File: src/hw/rtl/bit_strip_proportional_glyph_renderer_macros.svh
// assertion macros shared by the renderer modules
`ifndef BIT_STRIP_PROPORTIONAL_GLYPH_RENDERER_MACROS_SVH
`define BIT_STRIP_PROPORTIONAL_GLYPH_RENDERER_MACROS_SVH

`ifndef SYNTHESIS
`define BSPGR_ASSERT(lbl, clk, rst_n, prop, msg) \
    lbl: assert property (@(posedge clk) disable iff (!rst_n) prop) else $error(msg);
`define BSPGR_NEVER(lbl, clk, rst_n, prop, msg) \
    lbl: assert property (@(posedge clk) disable iff (!rst_n) !(prop)) else $error(msg);
`else
`define BSPGR_ASSERT(lbl, clk, rst_n, prop, msg)
`define BSPGR_NEVER(lbl, clk, rst_n, prop, msg)
`endif

`endif

File: src/hw/rtl/bspgr_pkg.sv
`default_nettype none
package bspgr_pkg;

    localparam int unsigned STRIP_BYTES = 4096;
    localparam int unsigned NUM_CHARS   = 256;
    localparam int unsigned STRIP_AW    = $clog2(STRIP_BYTES);
    localparam int unsigned CHAR_AW     = $clog2(NUM_CHARS);
    localparam logic [5:0]  WIDTH_LIMIT = 6'd32;
    localparam logic [6:0]  MAX_ROWS    = 7'd64;
    localparam int unsigned QUEUE_DEPTH = 4;
    localparam int unsigned QUEUE_AW    = $clog2(QUEUE_DEPTH);
    localparam int unsigned WIN_BYTES   = 5;
    localparam int unsigned WIN_BITS    = WIN_BYTES * 8;

    typedef enum logic [2:0] {
        FN_STRIP = 3'd0,
        FN_LOC   = 3'd1,
        FN_SPC   = 3'd2,
        FN_KERN  = 3'd3,
        FN_START = 3'd4,
        FN_DRAW  = 3'd5
    } t_func;

    typedef enum logic [2:0] {
        CFG_HEIGHT  = 3'd0,
        CFG_FIRST   = 3'd1,
        CFG_LAST    = 3'd2,
        CFG_MODULO  = 3'd3,
        CFG_DEF_SPC = 3'd4,
        CFG_USE_SPC = 3'd5,
        CFG_USE_KRN = 3'd6,
        CFG_INK     = 3'd7
    } t_cfg_idx;

    typedef struct packed {
        logic [2:0]  func;
        logic [11:0] index;
        logic [15:0] data;
        logic [5:0]  length;
        logic [7:0]  char_code;
    } t_item;

    typedef struct packed {
        logic [5:0]  row;
        logic [15:0] x_pos;
        logic [31:0] pixel_mask;
        logic [5:0]  pixel_count;
        logic [7:0]  ink;
        logic [15:0] pen_after;
        logic        out_of_range;
        logic        last;
    } t_result;

    typedef struct packed {
        logic [6:0]  glyph_height;
        logic [7:0]  first_char;
        logic [7:0]  last_char;
        logic [12:0] strip_modulo;
        logic [15:0] default_spacing;
        logic        use_spacing_table;
        logic        use_kerning_table;
        logic [7:0]  ink_color;
    } t_cfg;

    typedef enum logic [1:0] {
        K_STRIP = 2'd0,
        K_DRAW  = 2'd1,
        K_OOR   = 2'd2
    } t_kind;

    typedef struct packed {
        t_kind                kind;
        logic [STRIP_AW-1:0]  addr;
        logic [7:0]           byte_val;
        logic [15:0]          x_pos;
        logic [15:0]          bit_off;
        logic [5:0]           count;
        logic [15:0]          pen_after;
    } t_job;

    typedef struct packed {
        logic full;
        logic empty;
    } t_qctl;

    typedef enum logic {
        F_IDLE,
        F_CALC
    } t_fstate;

    typedef enum logic [1:0] {
        B_IDLE,
        B_READ,
        B_EMIT
    } t_bstate;

    function automatic logic [6:0] row_total(input logic [6:0] h);
        logic [6:0] rows;
        rows = h;
        if (h == 7'd0) rows = 7'd1;
        else if (h > MAX_ROWS) rows = MAX_ROWS;
        return rows;
    endfunction

endpackage
`default_nettype wire

File: src/hw/rtl/bspgr_queue.sv
`default_nettype none
`include "bit_strip_proportional_glyph_renderer_macros.svh"
module bspgr_queue (
    input  wire logic           i_clk,
    input  wire logic           i_rst_n,
    input  wire logic           i_push,
    input  wire bspgr_pkg::t_job i_job,
    input  wire logic           i_pop,
    output bspgr_pkg::t_job     o_head,
    output bspgr_pkg::t_qctl    o_ctl
);
    import bspgr_pkg::*;

    t_job                r_slot [QUEUE_DEPTH];
    logic [QUEUE_AW-1:0] r_wr_ptr, r_rd_ptr;
    logic [QUEUE_AW:0]   r_count;
    logic                do_push, do_pop;

    assign o_ctl.full  = (r_count == (QUEUE_AW+1)'(QUEUE_DEPTH));
    assign o_ctl.empty = (r_count == '0);
    assign do_push     = i_push && !o_ctl.full;
    assign do_pop      = i_pop && !o_ctl.empty;
    assign o_head      = r_slot[r_rd_ptr];

    always_ff @(posedge i_clk) begin
        if (do_push) begin
            r_slot[r_wr_ptr] <= i_job;
        end
    end

    always_ff @(posedge i_clk) begin
        if (!i_rst_n) begin
            r_wr_ptr <= '0;
            r_rd_ptr <= '0;
            r_count  <= '0;
        end else begin
            if (do_push) r_wr_ptr <= r_wr_ptr + QUEUE_AW'(1);
            if (do_pop)  r_rd_ptr <= r_rd_ptr + QUEUE_AW'(1);
            r_count <= r_count + (QUEUE_AW+1)'(do_push) - (QUEUE_AW+1)'(do_pop);
        end
    end

    `BSPGR_NEVER(a_no_push_full, i_clk, i_rst_n, i_push && o_ctl.full, "push into full queue")
    `BSPGR_NEVER(a_no_pop_empty, i_clk, i_rst_n, i_pop && o_ctl.empty, "pop from empty queue")
    `BSPGR_ASSERT(a_count_bound, i_clk, i_rst_n, r_count <= (QUEUE_AW+1)'(QUEUE_DEPTH), "queue count overflow")

endmodule
`default_nettype wire

File: config.mk
export PLATFORM = sky130hd
export DESIGN_NAME = bspgr_queue
export DESIGN_NICKNAME = d
export VERILOG_FILES = /design/src/hw/rtl/bspgr_pkg.sv /design/src/hw/rtl/bspgr_queue.sv
export VERILOG_INCLUDE_DIRS = /design/src /design/src/hw/rtl
export SDC_FILE = /design/constraint.sdc
export NUM_CORES = 1
export LEC_CHECK = 0
export BUFFER_PORTS_ARGS = -buffer_cell sky130_fd_sc_hd__clkbuf_2
export CELL_PAD_IN_SITES_DETAIL_PLACEMENT = 1
export CELL_PAD_IN_SITES_GLOBAL_PLACEMENT = 1
export CORE_MARGIN = 2
export CORE_UTILIZATION = 50
export CTS_CLUSTER_DIAMETER = 30
export DETAILED_ROUTE_END_ITERATION = 6
export PLACE_DENSITY = 0.88
export SKIP_LAST_GASP = 1
export SLEW_MARGIN = 20
export SYNTH_ARGS = -nofsm -noshare
export SYNTH_HDL_FRONTEND = slang
export SYNTH_SLANG_ARGS = --single-unit
export TNS_END_PERCENT = 1
File: constraint.sdc
create_clock -name i_clk -period 4.6 [get_ports i_clk]
set_input_delay 0.92 -clock i_clk [delete_from_list [all_inputs] [get_ports i_clk]]
set_output_delay 0.92 -clock i_clk [all_outputs]
set_load 0.03 [all_outputs]
After elaboration in Yosys (flattened, before gate mapping)

Memories as Yosys holds them, arrays and structs flattened. A register that Yosys moved wholly into a read port is not among the register bits.
Cells that the tools add are included.

Output and inout bits: 78
Bits of input ports: 80
RAM bits: 304
Register bits after elaboration: 7
Memories kept: 1

Eq/ne operators: 1
Muxes and demuxes: 4
Reductions and logical operators: 5
Add/subtract/negate cells: 4

Memory list:

| name   | words | width | rd ports | clocked after memory_dff | write ports | line              | RTL |
|---|---|---|---|---|---|---|---|
| r_slot | 4     | 76    | 1        | 1                        | 1           | bspgr_queue.sv:14 | `t_job r_slot [QUEUE_DEPTH];` |

Operators by type and width:

| kind                | count |
|---|---|
| $add 2x1->2 const B | 2 |
| $mux 2              | 2 |
| $add 3x1->3         | 1 |
| $eq 3x3->1 const B  | 1 |
| $logic_not 3->1     | 1 |
| $sub 3x1->3         | 1 |
| $logic_and 1x1->1   | 2 |
| $logic_not 1->1     | 2 |
| $mux 1              | 2 |

Logic depth before layout (Yosys ltp)

Gate-level depths: netlist of run 1.

Word-level depth: 5
Mapped depth: 11
Depth with buffers taken out: 10

Worst setup path before layout of run 1

OpenSTA, ideal clock, no wires.

Path kind: input port to flip-flop
Start: in i_push
End: mem r_slot[0][0] (netlist bit) (enable)
Data required time: 4.157 ns
Path buffers: 1
Arrival: 3.075 ns
Slack: 1.083 ns
Cell stages on the path: 3
Cells stage by stage: nor2b_1 > clkbuf_1 > and2_1

Cells in the longest elaborated chain, start to end: 3

Ends and longest elaborated chain:

| item                         | line              | RTL |
|---|---|---|
| start, declared              | bspgr_queue.sv:6  | `input wire logic i_push,` |
| $logic_and 1x1->1            | bspgr_queue.sv:21 | `assign do_push = i_push && !o_ctl.full;` |
| $mux 1                       | bspgr_queue.sv:26 | `if (do_push) begin` |
| $mux 1 (implied by the code) | bspgr_queue.sv:27 | `r_slot[r_wr_ptr] <= i_job;` |
| end, declared                | bspgr_queue.sv:14 |  |

Every way passes these cells.

==> results of run 1 <==
[worst max-delay path: stages (launching register included)]
cell      delay (ps)
dfxtp_4          680
buf_4            420
mux4_2           580
clkbuf_2         210
[logic make-up (layout without fill, tap and decap cells)]
family	after synthesis	in the layout
buf+inv	25	282
flops	313	313
mux	78	78
simple gates	19	19
fa+ha+maj	7	7
compound gates	4	4
xor+xnor	2	2
[registers in the layout, summed over array words and instances, names as in the netlist, named ones only]
name      count
r_count       3
r_slot      304
r_rd_ptr      2
r_wr_ptr      2
[layer usage]
layer	share of wire (%)	routed length [µm]
met5	0	0
met4	2.0	467
met3	5.9	1390
met2	51	12200
met1	41	9690
[stage by stage]
step	cells	utilization [%]
after global placement	873	55.4
after detailed placement	873	55.4
after global routing	990	65.5
after CTS	985	64.9
final	990	65.5
after floorplan	448	-
[path summary, 6_finish.rpt]
check,from,end,slack [ps],depth (start not counted)
min,r_rd_ptr[0],flip-flop,500,2
max,flip-flop,o_head[53],1230,3
max reg2reg,r_count[2],r_count[2],2080,10
min reg2reg,r_rd_ptr[0],flip-flop,500,2
[area by class of cell]
class | instances | area share, %
clock buffer | 63 | 10.3
tap | 285 | 2.41
inverter | 6 | 0.152
timing repair buffer | 164 | 6.43
sequential | 313 | 63.0
multi-input combinational | 110 | 13.4
clock inverter | 49 | 4.31
[synthesized netlist by cell type]
cell type / instances / area [µm²]
edfxtp_1: 304 / 9130
mux4_2: 76 / 1710
dfxtp_1: 9 / 180
and2_1: 7 / 43.8
buf_2: 6 / 30.0
ha_1: 6 / 75.1
inv_1: 6 / 22.5
nand2_1: 6 / 22.5
buf_12: 5 / 100
buf_1: 3 / 11.3
buf_4: 3 / 22.5
o21ai_0: 3 / 15.0
mux2i_1: 2 / 20.0
nor2b_1: 2 / 12.5
xnor2_1: 2 / 17.5
a21boi_0: 1 / 7.51
buf_6: 1 / 11.3
clkbuf_1: 1 / 3.75
fa_1: 1 / 20.0
nor3_1: 1 / 5.00
nor3b_1: 1 / 7.51
or3_1: 1 / 6.26
or4bb_1: 1 / 11.3
[power groups by stage]
stage | combinational [µW] | sequential [µW] | clock (µW)
after detailed placement | 1900 | 3700 | 0
after floorplan | 1500 | 3580 | 0
after CTS | 1910 | 3650 | 4610
after global placement | 1850 | 3660 | 0
after global routing | 2050 | 3650 | 4740
final | 1930 | 3610 | 4540
==> impl_metrics.ini, run 1 <==
[status]
outcome = completed

[timing]
max_freq_ghz = 0.297
clock_skew_ps = 25.4
period_share_pct = 73.3
final_hold_viol_count = 0
max_slew_margin_pct = 61.9
finalMaxSlewViolations = 0
tns_ps = 0
whs_ps = 501
period_needed_ps = 3370
setup_viol = 0
rsz0062_at_grt = false
worst-slew-pin-transition_ps = 572
timing.final.ws_setup_ps = 1230

[setup_path]
critPathKind = flip-flop to output pin
crit_required_ps = 3680
start_kind = flip-flop
endpoint_kind = output pin
cp_max_fo = 24
crit_arrival_ps = 2450

[power]
netSwitchingPower_uw = 2850
power_density_mw_per_mm2 = 682
pwr-share-clk_pct = 45.0
seqPwrFrac_pct = 35.8
ir_drop_mv = 0.396
power_uw = 10100
p_leak_uw = 0.00515
internal-power_uw = 7240
p_sw_share_pct = 28.2
p_comb_share_pct = 19.1

[global_route]
overflow = 0
grt_pass1_wl_mm = 35.9
grt_use_met1_pct = 25.8
met3_usage_pct = 5.33
grt_usage_pct = 19.9
busiest_layer = met2
grt_pass1_vias = 6018
antenna_found_initial = 0
grt_max_degree = 77
use_met2_pct = 33.4

[synthesis]
netlist_area_mm2 = 0.0115
synth_warnings = 0
syn_nets = 535
synth_top_family_by_area = multiplexers
synthMuxAreaShare_pct = 15.1
synth-adder-area-share_pct = 0.828
seq_area_frac_synth_pct = 81.0
syn_inst = 448
synth_xor_area_share_pct = 0.153
ys_seq_elements = 313
synth_compound_area_share_pct = 0.196
synth-simple-area-share_pct = 0.948
avgSynthCellArea_um2 = 25.6
synthDistinctLibCells = 23

[drt]
wire_per_inst_um = 24.0
dr.pass1.iters = 4
num_vias = 5367
drt-initial-drc-count = 326
detail-route-antenna-nets = 0
drc = 0
avgViaCountPerCell = 5.42
wl_mm = 23.7

[die]
dieArea_mm2 = 0.0242
start_util_pct = 50.9
coreArea_mm2 = 0.0226
io_pins = 158
die_h_um = 156
fp-row-count = 55
die_w_um = 156

[placed_design]
gp_congestion = 0.674
dpl.hpwl_mm = 13.4
place_area_mm2 = 0.0125
port_buffers = 157
preCtsSetupSlack_ps = 1550

[clocking]
clock_latency_ps = 560
cts_resized = 0
path_clk_slew_ps = 50
clockBufferDepth = 3
root_buffer = clkbuf_16
htree_levels = 2
cts_buffers = 60
postCtsSetupBuffers = 0
cts_hold_buf = 0
cts_tree = built
cts.sinks = 313

[layout]
design_area_mm2 = 0.0148
final_layout_size_suffix_gt1_share_pct = 49.9
num-fill-cells = 1821
mostFrequentLayoutCells = edfxtp_1 (304), clkbuf_2 (157), mux4_2 (76)
antenna_cells = 0
nNetsFinal = 742
seqCellArea_mm2 = 0.00932
final_common_cell = edfxtp_1
area_delta_synth_final_pct = 28.8
multi_input_area_mm2 = 0.00199

[job]
maxCapViolCount = 0

[min_path]
hold_path_class = flip-flop to flip-flop
(Power assumes the default switching activity.)
==> run 2: changes to the inputs <==
--- a/config.mk
+++ b/config.mk
@@ -10,10 +10,10 @@
 export CELL_PAD_IN_SITES_DETAIL_PLACEMENT = 1
 export CELL_PAD_IN_SITES_GLOBAL_PLACEMENT = 1
 export CORE_MARGIN = 2
-export CORE_UTILIZATION = 50
+export CORE_UTILIZATION = 45
 export CTS_CLUSTER_DIAMETER = 30
 export DETAILED_ROUTE_END_ITERATION = 6
-export PLACE_DENSITY = 0.88
+export PLACE_DENSITY = 0.84
 export SKIP_LAST_GASP = 1
 export SLEW_MARGIN = 20
 export SYNTH_ARGS = -nofsm -noshare
==> constraint.sdc (replaced) <==
create_clock -name i_clk -period 2.8 [get_ports i_clk]
set_input_delay 0.56 -clock i_clk [delete_from_list [all_inputs] [get_ports i_clk]]
set_output_delay 0.56 -clock i_clk [all_outputs]
set_load 0.03 [all_outputs]
==> impl_metrics.ini, run 2 (synthesis results as in run 1) <==
[status]
outcome = completed

[clocking]
root_buffer = clkbuf_16
path_clk_slew_ps = 50
clock_latency_ps = 580
cts_resized = 0
cts_tree = built
cts.sinks = 313
htree_levels = 2
clockBufferDepth = 3
cts_buffers = 59

[timing]
final_hold_viol_count = 0
worst-slew-pin-transition_ps = 512
max_freq_ghz = 0.379
whs_ps = 213
period_share_pct = 94.3
period_needed_ps = 2640
setup_viol = 0
rsz0062_at_grt = false
clock_skew_ps = 26.8
finalMaxSlewViolations = 0
max_slew_margin_pct = 65.9

[die]
die_w_um = 164
coreArea_mm2 = 0.0251
fp-row-count = 58
dieArea_mm2 = 0.0268
io_pins = 158
start_util_pct = 45.7
die_h_um = 164

[layout]
reg_top3 = r_slot (304), r_count (3)
nNetsFinal = 748
design_area_mm2 = 0.0148
finish.utilization_pct = 58.9
final_layout_size_suffix_gt1_share_pct = 49.7
area_delta_synth_final_pct = 28.8
largest_reg_flops = 304
mostFrequentLayoutCells = edfxtp_1 (304), clkbuf_2 (157), mux4_2 (76)
final_common_cell = edfxtp_1
top_register = r_slot
num-fill-cells = 2147
stdcell_count = 1041

[power]
p_sw_share_pct = 29.2
p_leak_uw = 0.00514
seqPwrFrac_pct = 36.1
p_comb_share_pct = 20.4
ir_drop_mv = 0.633
internal-power_uw = 11600
power_density_mw_per_mm2 = 1100
netSwitchingPower_uw = 4770
pwr-share-clk_pct = 43.5
power_uw = 16300

[global_route]
grt_pass1_vias = 6231
grt_max_degree = 77
grt_usage_pct = 20.0
overflow = 0
grt_pass1_wl_mm = 39.3
antenna_found_initial = 2

[drt]
dr.pass1.iters = 5
num_vias = 5530
drt-initial-drc-count = 423
wl_mm = 26.1
wire_per_inst_um = 25.1
drc = 0
detail-route-antenna-nets = 0
avgViaCountPerCell = 5.31

[placed_design]
gp_congestion = 0.717
dpl.hpwl_mm = 14.9
dpl.cell_count = 929
place_area_mm2 = 0.0127
port_buffers = 157

[min_path]
min_path_cells = 1
hold_path_class = primary input to flip-flop

[setup_path]
crit_arrival_ps = 2080
cp_max_fo = 32
endpoint_kind = output pin
critPathKind = flip-flop to output pin
start_kind = flip-flop
reg2reg_depth = 9
crit_required_ps = 2240

[job]
maxCapViolCount = 0
## run 2: final timing paths
check / from / end / slack [ps]
max: flip-flop / o_head[62] / 160
min: i_job[59] / r_slot[2][59] / 210
max reg2reg: r_count[1] / r_count[2] / 280
min reg2reg: r_wr_ptr[1] / r_wr_ptr[1] / 520
## run 2: worst max-delay path, cell delays in order (launching register included)
cell	delay [ps]
dfxtp_4	620
buf_12	280
mux4_2	370
clkbuf_2	210
## run 2: layer usage
metal / track usage, % / wire length, µm / up-vias
li1: - / - / 2352
met1: 24.6 / 10100 / 2899
met2: 34.7 / 13700 / 234
met3: 5.30 / 1790 / 43
met4: 6.10 / 541 / 2
met5: 0 / 13 / -
## run 2: power by group through the flow
stage | combinational [µW] | clock, µW | sequential (µW)
after global placement | 3220 | 0 | 5940
final | 3340 | 7100 | 5900
after detailed placement | 3320 | 0 | 6010
after floorplan | 2470 | 0 | 5880
after global routing | 3550 | 7430 | 5940
after CTS | 3420 | 7210 | 5900
## run 2: through the flow
stage	TNS, ps	setup WS [ps]
2_1_floorplan	-85450	-375
3_3_place_gp	0	513
3_5_place_dp	0	236
4_1_cts	0	125
5_1_grt	0	74.4
6_report	0	159
## run 2: repair_timing
| action | in CTS | in global routing |
|---|---|---|
| hold endpoints to repair | 0 | 0 |
| hold buffers | 0 | 0 |
| setup buffers | 1 | 0 |
| setup endpoints to repair | 35 | 0 |
## run 2: area by class of cell
cell class / count / area, µm² / share of cell area, %
Tap cell: 330 / 413 / 2.79
Sequential cell: 313 / 9320 / 63.0
Clock buffer: 67 / 1540 / 10.4
Timing Repair Buffer: 171 / 1020 / 6.87
Inverter: 6 / 22.5 / 0.152
Antenna cell: 1 / 2.50 / 0.0169
Clock inverter: 43 / 507 / 3.42
Multi-Input combinational cell: 110 / 1990 / 13.4
